**config.mk**
```make
export PLATFORM = sky130hd
export DESIGN_NAME = datetime_timezone_offset_unit
export DESIGN_NICKNAME = d
export VERILOG_FILES = /design/src/design/dtzo_pkg.sv /design/src/design/dtzo_prep.sv /design/src/design/dtzo_adjust.sv /design/src/design/datetime_timezone_offset_unit.sv
export SDC_FILE = /design/constraint.sdc
export NUM_CORES = 1
export LEC_CHECK = 0
export CORE_ASPECT_RATIO = 1.75
export CORE_UTILIZATION = 60
export DETAILED_ROUTE_END_ITERATION = 8
export DONT_BUFFER_PORTS = 1
export HOLD_SLACK_MARGIN = 0.1
export PLACE_DENSITY = 0.76
export RECOVER_POWER = 50
export SLEW_MARGIN = 20
export SYNTH_ARGS = -nofsm -noshare
export SYNTH_HDL_FRONTEND = slang
export SYNTH_HIERARCHICAL = 1
export SYNTH_SLANG_ARGS = --single-unit
```
**constraint.sdc**
```tcl
create_clock -name clk -period 17.8 [get_ports clk]
set_clock_uncertainty 0.05 [all_clocks]
set_input_delay 3.56 -clock clk [delete_from_list [all_inputs] [get_ports clk]]
set_output_delay 3.56 -clock clk [all_outputs]
set_load 0.02 [all_outputs]
```
**src/design/dtzo_pkg.sv**
```systemverilog
// Shared types, constants and calendar helpers for the time-zone offset unit.
// No dependencies; every other file of the unit imports this package.
package dtzo_pkg;

  localparam int unsigned CFG_INDEX_W = 2;
  localparam int unsigned CFG_DATA_W  = 6;

  localparam logic [CFG_INDEX_W-1:0] CFG_TZ_WEST    = 2'd0;
  localparam logic [CFG_INDEX_W-1:0] CFG_TZ_HOURS   = 2'd1;
  localparam logic [CFG_INDEX_W-1:0] CFG_TZ_MINUTES = 2'd2;

  localparam logic signed [12:0] DAY_MIN     = 13'sd1440;
  localparam logic signed [12:0] TWO_DAY_MIN = 13'sd2880;

  localparam logic [14:0] YEAR_LOW  = 15'd1400;
  localparam logic [14:0] YEAR_HIGH = 15'd9999;

  // Reciprocal of 60 scaled by 2^16; exact for minute counts below one day.
  localparam logic [10:0] RECIP_60 = 11'd1093;
  // Multiplicative inverse of 25 modulo 2^16 and the divisibility bound.
  localparam logic [15:0] INV_25   = 16'd23593;
  localparam logic [15:0] DIV25_LIM = 16'd2621;

  typedef struct packed {
    logic [13:0] in_year;
    logic [3:0]  in_month;
    logic [4:0]  in_day;
    logic [4:0]  in_hour;
    logic [5:0]  in_minute;
  } in_item_t;

  typedef struct packed {
    logic [13:0] out_year;
    logic [3:0]  out_month;
    logic [4:0]  out_day;
    logic [4:0]  out_hour;
    logic [5:0]  out_minute;
    logic        out_error;
  } out_item_t;

  typedef struct packed {
    logic       west;
    logic [4:0] hours;
    logic [5:0] minutes;
  } cfg_t;

  typedef struct packed {
    logic [14:0] year;
    logic [3:0]  month;
    logic [4:0]  day;
  } date_t;

  typedef struct packed {
    date_t             date;
    logic              leap;
    logic signed [2:0] delta;
    logic [10:0]       tod;
  } mid_t;

  function automatic logic is_leap(logic [13:0] year);
    logic [15:0] prod;
    logic        div25;
    prod  = 16'({2'b00, year} * INV_25);
    div25 = (prod <= DIV25_LIM);
    return (year[1:0] == 2'd0) && (!div25 || (year[3:0] == 4'd0));
  endfunction

  function automatic logic [4:0] month_days(logic [3:0] month, logic leap);
    logic [4:0] days;
    case (month) inside
      4'd4, 4'd6, 4'd9, 4'd11: days = 5'd30;
      4'd2:                    days = leap ? 5'd29 : 5'd28;
      default:                 days = 5'd31;
    endcase
    return days;
  endfunction

  function automatic date_t date_next(date_t dt, logic leap);
    date_t r;
    r = dt;
    if (dt.day < month_days(dt.month, leap)) begin
      r.day = dt.day + 5'd1;
    end else begin
      r.day = 5'd1;
      if (dt.month < 4'd12) begin
        r.month = dt.month + 4'd1;
      end else begin
        r.month = 4'd1;
        r.year  = dt.year + 15'd1;
      end
    end
    return r;
  endfunction

  function automatic date_t date_prev(date_t dt, logic leap);
    date_t r;
    r = dt;
    if (dt.day > 5'd1) begin
      r.day = dt.day - 5'd1;
    end else begin
      if (dt.month > 4'd1) begin
        r.month = dt.month - 4'd1;
      end else begin
        r.month = 4'd12;
        r.year  = dt.year - 15'd1;
      end
      r.day = month_days(r.month, leap);
    end
    return r;
  endfunction

endpackage

```
**src/design/dtzo_prep.sv**
```systemverilog
// First work stage: clamps the date, adds the offset to the time of day and
// splits the sum into a day change and minutes of day. Depends on dtzo_pkg.
module dtzo_prep (
  input  logic            clk,
  input  logic            rst,
  input  logic            in_valid,
  input  dtzo_pkg::in_item_t item,
  input  dtzo_pkg::cfg_t  cfg,
  output logic            mid_valid,
  output dtzo_pkg::mid_t  mid
);
  import dtzo_pkg::*;

  logic [3:0]         month_c;
  logic               leap;
  logic [4:0]         dim;
  logic [4:0]         day_c;
  logic [12:0]        tod_u;
  logic [12:0]        off_u;
  logic signed [12:0] sum;
  logic signed [12:0] norm;
  logic signed [2:0]  delta;
  mid_t               mid_next;

  always_comb begin
    if (item.in_month == 4'd0) begin
      month_c = 4'd1;
    end else if (item.in_month > 4'd12) begin
      month_c = 4'd12;
    end else begin
      month_c = item.in_month;
    end
    leap = is_leap(item.in_year);
    dim  = month_days(month_c, leap);
    if (item.in_day == 5'd0) begin
      day_c = 5'd1;
    end else if (item.in_day > dim) begin
      day_c = dim;
    end else begin
      day_c = item.in_day;
    end
  end

  assign tod_u = ({2'b00, item.in_hour, 6'b0} - {6'b0, item.in_hour, 2'b00})
               + {7'b0, item.in_minute};
  assign off_u = ({2'b00, cfg.hours, 6'b0} - {6'b0, cfg.hours, 2'b00})
               + {7'b0, cfg.minutes};
  assign sum   = cfg.west ? $signed(tod_u) - $signed(off_u)
                          : $signed(tod_u) + $signed(off_u);

  always_comb begin
    if (sum < -DAY_MIN) begin
      norm  = sum + TWO_DAY_MIN;
      delta = -3'sd2;
    end else if (sum < 13'sd0) begin
      norm  = sum + DAY_MIN;
      delta = -3'sd1;
    end else if (sum >= TWO_DAY_MIN) begin
      norm  = sum - TWO_DAY_MIN;
      delta = 3'sd2;
    end else if (sum >= DAY_MIN) begin
      norm  = sum - DAY_MIN;
      delta = 3'sd1;
    end else begin
      norm  = sum;
      delta = 3'sd0;
    end
  end

  always_comb begin
    mid_next.date.year  = {1'b0, item.in_year};
    mid_next.date.month = month_c;
    mid_next.date.day   = day_c;
    mid_next.leap       = leap;
    mid_next.delta      = delta;
    mid_next.tod        = norm[10:0];
  end

  always_ff @(posedge clk) begin
    if (rst) begin
      mid_valid <= 1'b0;
    end else begin
      mid_valid <= in_valid;
    end
    mid <= mid_next;
  end

endmodule

```
**src/design/dtzo_adjust.sv**
```systemverilog
// Second work stage: moves the date by up to two days, splits minutes of day
// into hour and minute and checks the year range. Depends on dtzo_pkg.
module dtzo_adjust (
  input  logic              clk,
  input  logic              rst,
  input  logic              mid_valid,
  input  dtzo_pkg::mid_t    mid,
  output logic              done,
  output dtzo_pkg::out_item_t result
);
  import dtzo_pkg::*;

  date_t       d1;
  date_t       d2;
  logic        err;
  logic [21:0] prod;
  logic [4:0]  hour;
  logic [10:0] minute_w;
  out_item_t   result_next;

  always_comb begin
    if (mid.delta > 3'sd0) begin
      d1 = date_next(mid.date, mid.leap);
    end else if (mid.delta < 3'sd0) begin
      d1 = date_prev(mid.date, mid.leap);
    end else begin
      d1 = mid.date;
    end
    if (mid.delta == 3'sd2) begin
      d2 = date_next(d1, mid.leap);
    end else if (mid.delta == -3'sd2) begin
      d2 = date_prev(d1, mid.leap);
    end else begin
      d2 = d1;
    end
  end

  assign err      = (d2.year < YEAR_LOW) || (d2.year > YEAR_HIGH);
  assign prod     = {11'b0, mid.tod} * {11'b0, RECIP_60};
  assign hour     = prod[20:16];
  assign minute_w = mid.tod - ({hour, 6'b0} - {4'b0, hour, 2'b00});

  always_comb begin
    result_next.out_year   = err ? mid.date.year[13:0] : d2.year[13:0];
    result_next.out_month  = err ? mid.date.month : d2.month;
    result_next.out_day    = err ? mid.date.day : d2.day;
    result_next.out_hour   = hour;
    result_next.out_minute = minute_w[5:0];
    result_next.out_error  = err;
  end

  always_ff @(posedge clk) begin
    if (rst) begin
      done <= 1'b0;
    end else begin
      done <= mid_valid;
    end
    result <= result_next;
  end

endmodule

```
**src/design/datetime_timezone_offset_unit.sv**
```systemverilog
// Top level of the time-zone offset unit: input register, offset registers
// and the two work stages. Depends on dtzo_pkg, dtzo_prep and dtzo_adjust.
//
// The unit takes one item on every clock at which start is high; busy stays
// low, so items may follow each other without gaps. Each result is driven on
// the result port once its item has passed the input register, the offset-add
// stage and the date-adjust stage, marked by a one-cycle done pulse; it must
// be captured in that cycle since the receiver cannot stall the unit. Offset
// registers are written through cfg_we, cfg_index and cfg_data and take effect
// for items taken afterwards; write them only while no item is in flight.
module datetime_timezone_offset_unit (
  input  logic                                 clk,
  input  logic                                 rst,
  input  logic                                 start,
  output logic                                 busy,
  input  dtzo_pkg::in_item_t                   item,
  input  logic                                 cfg_we,
  input  logic [dtzo_pkg::CFG_INDEX_W-1:0]     cfg_index,
  input  logic [dtzo_pkg::CFG_DATA_W-1:0]      cfg_data,
  output logic                                 done,
  output dtzo_pkg::out_item_t                  result
);
  import dtzo_pkg::*;

  cfg_t     cfg;
  logic     in_valid;
  in_item_t in_reg;
  logic     mid_valid;
  mid_t     mid;

  assign busy = 1'b0;

  always_ff @(posedge clk) begin
    if (rst) begin
      cfg <= '0;
    end else if (cfg_we) begin
      case (cfg_index)
        CFG_TZ_WEST:    cfg.west    <= cfg_data[0];
        CFG_TZ_HOURS:   cfg.hours   <= cfg_data[4:0];
        CFG_TZ_MINUTES: cfg.minutes <= cfg_data[5:0];
        default: ;
      endcase
    end
  end

  always_ff @(posedge clk) begin
    if (rst) begin
      in_valid <= 1'b0;
    end else begin
      in_valid <= start && !busy;
    end
    in_reg <= item;
  end

  dtzo_prep u_prep (
    .clk       (clk),
    .rst       (rst),
    .in_valid  (in_valid),
    .item      (in_reg),
    .cfg       (cfg),
    .mid_valid (mid_valid),
    .mid       (mid)
  );

  dtzo_adjust u_adjust (
    .clk       (clk),
    .rst       (rst),
    .mid_valid (mid_valid),
    .mid       (mid),
    .done      (done),
    .result    (result)
  );

  a_done_follows_accept: assert property (@(posedge clk) disable iff (rst)
    done |-> $past(start && !busy, 3))
    else $error("result without a matching item");

  a_time_range: assert property (@(posedge clk) disable iff (rst)
    done |-> (result.out_hour < 5'd24) && (result.out_minute < 6'd60))
    else $error("time of day out of range");

  a_date_range: assert property (@(posedge clk) disable iff (rst)
    (done && !result.out_error) |->
      (result.out_year >= 14'd1400) && (result.out_year <= 14'd9999) &&
      (result.out_month >= 4'd1) && (result.out_month <= 4'd12) &&
      (result.out_day >= 5'd1))
    else $error("date out of range without error flag");

  a_error_keeps_year: assert property (@(posedge clk) disable iff (rst)
    (done && result.out_error) |-> (result.out_year == $past(item.in_year, 3)))
    else $error("year changed on error");

endmodule

```
[Word-level counts from Yosys, hierarchy flattened]
Cells that the tools add are included.
Storage, ports and cells
  flip-flop bits (word level): 122
  word-level logic and storage cells: 172
Operators by class
  $add $sub $neg: 24
  multipliers: 2
  order comparisons: 19
  reductions and logical operators: 19
  mux-type cells: 54
  equality and inequality tests: 29
Operators with widths (count)
  two-way mux 24 bit: 4
  two-way mux 5 bit: 18
  two-way mux 19 bit: 4
  two-way mux 15 bit: 4
  two-way mux 4 bit: 13
  two-way mux 11 bit: 4
  equality test 4 x 3 -> 1 bit (second input constant): 10
  equality test 4 bit (second input constant): 10
  adder 13 x 6 -> 13 bit: 2
  subtractor 11 x 7 -> 12 bit: 2
  adder 11 bit (second input constant): 2
  subtractor 11 bit (second input constant): 2
  multiplier 11 x 11 -> 21 bit (second input constant): 1
  equality test 4 x 2 -> 1 bit (second input constant): 5
  OR reduction 4 bit: 5
  less-or-equal comparator 16 x 12 -> 1 bit (second input constant): 1
  multiplier 14 x 15 -> 16 bit (second input constant): 1
  adder 14 x 1 -> 15 bit (second input constant): 1
  adder 15 x 1 -> 15 bit (second input constant): 1
  > comparator 15 x 14 -> 1 bit (second input constant): 1
  < comparator 15 x 11 -> 1 bit (second input constant): 1
  subtractor 14 x 1 -> 15 bit (second input constant): 1
  subtractor 15 x 1 -> 15 bit (second input constant): 1
  two-way mux 14 bit: 1
  other kinds (35): 52

[Longest topological paths before layout]
Gate-level depths: netlist (run 1).
  word-level depth: 25
  depth in mapped cells: 28
  mapped depth without buffers: 26

[Cells and area by module]
Netlist (run 1), hierarchy kept.
Modules (own cells, without submodules)
  dtzo_adjust: times used 1, cells an instance 660, area each 5351.4 µm², seq. area each 720.7 µm²
  dtzo_prep: times used 1, cells an instance 550, area each 4875.9 µm², seq. area each 780.7 µm²
  datetime_timezone_offset_unit: times used 1, cells an instance 86, area each 1239.9 µm², seq. area each 940.9 µm²

[Worst setup path after synthesis (run 1)]
No wires, ideal clock.
  kind: reg-to-reg
  from: reg u_prep/mid[20] (netlist name)
  to: reg u_adjust/result[12] (netlist name)
  path slack: 11880 ps
  arrival time: 5748 ps
  data required time: 17629 ps
  library setup time: 121 ps
  stages on the path, launching flop included: 29
  period minus slack after synthesis: 5920 ps
  cell sequence: dfxtp_1 > inv_1 > ha_1 > inv_1 > nor3_1 > ha_1 > o2111ai_2 > or2_1 > a21o_1 > buf_2 > nand2_1 > a21oi_1 > nor2_1 > inv_1 > ha_1 > and3_1 > ha_1 > o21ai_0 > nor2_1 > nand3_1 > nor2_1 > nand4_1 > o31a_1 > xnor2_1 > or4_1 > a211o_1 > nor2_4 > buf_6 > mux2_4

==> results of run 1 <==
-- cell type report --
type                    instances  area (µm²)
multi-input cells            1020        8360
fillers                      1594        6530
flip-flops and latches        122        2440
clock buffers                  19         453
inverters                     111         417
well taps                     238         298
clock inverters                13         143
repair buffers                  3        22.5
-- per-layer routing --
metal  share of wire (%)  vias to the layer above  global-route usage, %
li1                    -                     4637                      -
met1                  36                     4547                   26.6
met2                  55                      264                   56.3
met3                 3.3                       96                   4.33
met4                 5.9                        0                   19.3
met5                   0                        -                      0
-- cell usage after synthesis (4+ instances only) --
master       n
ha_1       170
dfxtp_1    122
inv_1      111
nor2_1      75
xnor2_1     69
nand2_1     68
a21oi_1     62
nor3_1      45
o21ai_0     45
xor2_1      33
fa_1        27
nand2b_1    27
nand3_1     27
mux2i_1     25
clkbuf_1    24
nor2b_1     18
nor4_1      18
and3_1      17
a21o_1      14
mux2_4      14
nand4_1     14
a31oi_1     13
and2_1      13
or3_1       12
a211oi_1    10
a32oi_1      8
o211ai_1     8
o21a_1       8
or2_2        8
mux2_2       7
nor3b_1      7
o21bai_1     7
o22ai_1      7
o31ai_1      7
buf_2        6
o2111ai_1    6
or4_1        6
a211o_1      5
a41oi_1      5
buf_6        5
o21ai_1      5
o221ai_1     5
o32a_1       5
a221oi_2     4
-- how the worst max path moves through the flow --
stage	endpoint	slack, ns	cells past startpoint
3_3_place_gp	u_adjust/result[16]	10.36	24
6_report	u_adjust/result[16]	10.00	24
3_5_place_dp	u_adjust/result[16]	10.18	24
5_1_grt	u_adjust/result[16]	9.64	24
4_1_cts	u_adjust/result[20]	10.13	24
2_1_floorplan	u_adjust/result[12]	11.88	28
-- power groups by stage --
stage / sequential (W) / combinational [W] / clock, W
after floorplan: 0.000390 / 0.00109 / 0
after global placement: 0.000417 / 0.00129 / 0
after detailed placement: 0.000418 / 0.00135 / 0
after CTS: 0.000413 / 0.00136 / 0.000355
after global routing: 0.000418 / 0.00154 / 0.000365
final: 0.000411 / 0.00136 / 0.000347
-- metrics by stage --
stage | hold slack, ns | setup slack (ns) | instances | utilization, %
floorplan | 0.287 | 11.88 | 1296 | -
global placement | 0.316 | 10.36 | 1494 | 61.8
detailed placement | 0.320 | 10.18 | 1494 | 61.8
CTS | 0.326 | 10.13 | 1526 | 65.0
global route | 0.332 | 9.64 | 1526 | 65.0
finish | 0.321 | 10.00 | 1526 | 65.0
-- placed cells by master, fill, tap and decap left out, drive strengths merged, types with 6 or more instances in the layout --
master     n
nand2     68
nor2b     19
or4        6
ha       170
nor3b     10
o2111ai    7
nor2      77
and2      15
nor3      46
or3       13
or2       11
a32oi      8
nand3     27
o21ai     51
a21oi     64
xor2      33
dfxtp    122
o211ai     9
o31ai      9
a21o      15
a211oi    13
nand2b    27
clkbuf    19
nand4     14
o21a       8
xnor2     71
a31oi     13
o22ai      7
nor4      21
mux2      21
o21bai     8
inv      113
mux2i     25
fa        27
and3      17
-- logic make-up (layout without fill, tap and decap cells) --
group           Yosys count  count (layout)  synth area share [%]
xor+xnor                105             105                  8.28
mux                      46              46                  4.70
other cells               2               2                0.0655
fa+ha+maj               197             197                  23.3
flops                   122             122                  21.3
compound gates          280             280                  17.8
buf+inv                 154             146                  5.80
simple gates            390             390                  18.7
-- critical path, stage by stage, from the launching register on --
cell	delay (ns)
dfxtp_1	0.45
inv_1	0.21
ha_1	0.26
inv_1	0.09
nor3_1	0.06
ha_1	0.35
o2111ai_2	0.20
or2_1	0.30
a21oi_1	0.82
a21oi_1	0.14
o21ai_1	0.57
ha_1	0.33
and3_1	0.18
ha_1	0.19
o21ai_0	0.11
nor2_1	0.12
nand3_1	0.23
nor2_1	0.28
nand4_1	0.24
o31a_1	0.35
xnor2_1	0.15
or4_1	0.55
a211o_1	0.33
nor2_4	0.71
mux2_2	0.42
==> impl_metrics.ini, run 1 <==
[detailed_routing]
drtIter0Drc = 402
wire_per_inst_um = 17.9
drtAntennaViolNets = 0
wirelength_um = 27400
first_pass_iters = 5
viasPerCell = 6.25
drc = 0
dr_total_vias = 9544

[sta]
slew_viol_final = 0
fin_crit_ns = 7.80
slew_headroom_pct = 29.4
hold_viol_final = 0
tns_ns = 0
fmax_ghz = 0.128
worst-slew-pin-transition_ns = 1.06
min_period_over_period_pct = 43.8
rsz0062_at_grt = false
setup-violations-final = 0

[die]
initial_utilization_pct = 61.4
die_w_um = 107
die_area_mm2 = 0.0197
die_y_um = 185
ios = 83
rows = 66
coreArea_mm2 = 0.0187

[logic_synthesis]
synth_cells = 1296
ys.flop_type = dfxtp_1
syn-mean-instance-area_um2 = 8.85
yosys.area.top_type = dfxtp_1
synth_edf_count = 0
syn-cell-area_mm2 = 0.0115
synth_cell_types = 108
synth_area_leaders = dfxtp_1 21%, ha_1 19%, xnor2_1 5.3%
ys_async_sr_fraction_pct = 0
synth-seq-cells = 122
synth_nets = 1539
ys_seq_area_share_pct = 21.3
yosysTopAreaCellShare_pct = 21.3
yosys_warnings = 6

[layout]
diodes = 0
layout-drive-gt1-share_pct = 8.70
fin_area_mm2 = 0.0121
finalNetCount = 1518
area_growth_syn_to_layout_pct = 5.82
largest_reg_flops = 38

[grt]
grt_pass1_wl_um = 44200
grt-ovfl-total = 0
grt_max_degree = 27
grt_pass1_vias = 9569
grt_use_total_pct = 28.7
antenna_found_initial = 0

[power]
switching_share_pct = 46.2
vdd_drop_max_v = 0.000137
p_per_area_mw_per_mm2 = 175
p_leak_nw = 5.30
combPwrFrac_pct = 64.2
p_int_w = 0.00114
seqPwrFrac_pct = 19.4
total_power_w = 0.00212
p_clk_share_pct = 16.4
switching_power_w = 0.000980

[clock_network]
tritoncts = done
clk_path_buf_depth = 2
clock-sinks = 122
cts-root-buf = clkbuf_16
cts_hold_buf = 0
cts_resized = 0
cts_made_buffers = 17
htreeDepth = 4
clk_latency_ns = 0.43
cts_setup_buffers = 0
clkTransAtPathRegs_ns = 0.06

[min_path]
holdPathEnd = u_prep/mid[37]
hold_path_depth = 0
min-delay-start = in_reg[33]
hp-class = reg -> reg

[critical_path]
crit_path_max_fanout = 23
r2r-end = u_adjust/result[16]
rr_startpoint = u_prep/mid[20]
cp-end-kind = flip-flop
crit_start = u_prep/mid[20]
startpoint_type = flip-flop
arrival_ns = 8.07
crit_type = reg -> reg
worst-endpoint-required_ns = 18.07
worstRegToRegCells = 24
regToRegSetupSlack_ns = 10.00

[job]
cap_violations = 0

[placement]
finalWeightedCongestion = 0.957
placed_area_mm2 = 0.0115
hpwl_um = 22100
portBuffers = 0

[run_status]
status = finished clean
Note: power is estimated with default switching activity, not from simulation.
==> inputs of run 2 (changes only) <==
==> constraint.sdc (replaced) <==
create_clock -name clk -period 7.7 [get_ports clk]
set_clock_uncertainty 0.05 [all_clocks]
set_input_delay 1.54 -clock clk [delete_from_list [all_inputs] [get_ports clk]]
set_output_delay 1.54 -clock clk [all_outputs]
set_load 0.02 [all_outputs]
==> run 2 against run 1 <==
  * Largest cell class unchanged
  * First-iteration DRC count increased by 11%
  * Largest power group unchanged
  * Critical path type unchanged
  * Utilization grew 0.17 points
  * Count of clock-buffer cells in the layout down 1
  * Clock power increased by 140%
  * Sequential share of layout area fell by 0.052 points
==> impl_metrics.ini, run 2 (same netlist as run 1, synthesis figures left out) <==
[detailed_routing]
first_pass_iters = 7
drtIter0Drc = 446
wirelength_um = 27100
drtAntennaViolNets = 0
viasPerCell = 6.24
drc = 0
wire_per_inst_um = 17.7
dr_total_vias = 9546

[clock_network]
cts_resized = 0
tritoncts = done
cts_setup_buffers = 0
clock-sinks = 122
cts_made_buffers = 17
clkTransAtPathRegs_ns = 0.06
htreeDepth = 4
clk_latency_ns = 0.43
cts-root-buf = clkbuf_16
cts_hold_buf = 0
clk_path_buf_depth = 2

[critical_path]
crit_type = reg -> reg
worst-endpoint-required_ns = 7.96
arrival_ns = 7.15
crit_path_max_fanout = 23
cp-end-kind = flip-flop
startpoint_type = flip-flop

[layout]
multi_input_area_mm2 = 0.00836
layout-drive-gt1-share_pct = 8.83
finalNetCount = 1521
fillers = 1612
seq_area_mm2 = 0.00244
layout_common_cells = 170 x ha_1, 122 x dfxtp_1, 111 x inv_1
final_common_cell = ha_1
area_growth_syn_to_layout_pct = 6.09
fin_cells = 1530
fin_area_mm2 = 0.0122
largest_reg_flops = 38

[grt]
grt_pass1_vias = 9412
met1_usage_pct = 27.0
grt_use_met3_pct = 3.69
busiest_layer = met2
antenna_found_initial = 1
grt-ovfl-total = 0
grt_pass1_wl_um = 43300
grt_util_met2_pct = 54.9
grt_max_degree = 27
grt_use_total_pct = 28.1

[die]
die_y_um = 185
rows = 66
coreArea_mm2 = 0.0187
ios = 83
initial_utilization_pct = 61.4
die_area_mm2 = 0.0197
die_w_um = 107

[power]
switching_share_pct = 45.8
seqPwrFrac_pct = 18.9
p_per_area_mw_per_mm2 = 405
p_int_w = 0.00267
combPwrFrac_pct = 64.3
p_clk_share_pct = 16.8
p_leak_nw = 5.33
total_power_w = 0.00492
switching_power_w = 0.00226
vdd_drop_max_v = 0.000298

[sta]
setup-violations-final = 0
fin_crit_ns = 6.89
worst_slack_ns = 0.810
rsz0062_at_grt = false
tns_ns = 0
worst-slew-pin-transition_ns = 0.860
min_period_over_period_pct = 89.5
hold_viol_final = 0
slew_headroom_pct = 42.3
fmax_ghz = 0.145
slew_viol_final = 0

[job]
cap_violations = 0

[placement]
finalWeightedCongestion = 0.937
portBuffers = 0
placed_area_mm2 = 0.0116
dp.cells = 1497
pre_cts_ws_ns = 0.877
hpwl_um = 21900

[min_path]
hp-class = reg -> reg

[run_status]
status = finished clean
## run 2: worst paths after layout
path,start,endpoint,slack (ns),cells after the start
max,u_prep/mid[20],u_adjust/result[16],0.81,27
min,in_reg[33],u_prep/mid[37],0.32,0
max reg2reg,u_prep/mid[20],u_adjust/result[16],0.81,27
min reg2reg,in_reg[33],u_prep/mid[37],0.32,0
## run 2: metal layers
| metal | part of all wire (%) | vias to the layer above | wire length [µm] |
|---|---|---|---|
| met5 | 0 | - | 0 |
| met4 | 5.5 | 0 | 1500 |
| met3 | 3.6 | 91 | 969 |
| met2 | 54 | 281 | 14700 |
| met1 | 37 | 4519 | 9910 |
| li1 | - | 4655 | - |
## run 2: area by class of cell
class                   instances  area share [%]
diodes                          1          0.0206
clock buffers                  18            3.53
clock inverters                14            1.42
inverters                     111            3.42
multi-input cells            1020            68.7
flip-flops and latches        122            20.1
well taps                     238            2.45
repair buffers                  6           0.370
## run 2: metrics by stage
step           hold WS [ns]  utilization, %
2_1_floorplan         0.287               -
3_3_place_gp          0.317            61.9
3_5_place_dp          0.311            61.9
4_1_cts               0.318            65.2
5_1_grt               0.327            65.2
6_report              0.317            65.2
## run 2: power groups by stage
stage,Clock (W),Combinational [W],Sequential [W]
CTS,0.000843,0.00317,0.000934
finish,0.000824,0.00317,0.000931
floorplan,0,0.00252,0.000901
global route,0.000869,0.00357,0.000947
detailed placement,0,0.00314,0.000948
global placement,0,0.00302,0.000945
## run 2: critical path, stage by stage, from the launching register on
cell       delay, ns
dfxtp_1         0.44
inv_1           0.19
ha_1            0.25
inv_1           0.09
nor3_1          0.05
ha_1            0.34
o2111ai_2       0.19
or2_1           0.30
a21o_1          0.34
nand2_1         0.14
a21oi_1         0.08
nor2_1          0.33
inv_1           0.13
ha_1            0.25
and3_1          0.16
ha_1            0.28
o21ai_0         0.07
nor2_1          0.14
nand3_1         0.25
nor2_1          0.28
nand4_1         0.23
o31a_1          0.35
xnor2_1         0.15
or4_1           0.52
a211o_1         0.32
nor2_4          0.08
buf_4           0.36
mux2_2          0.39
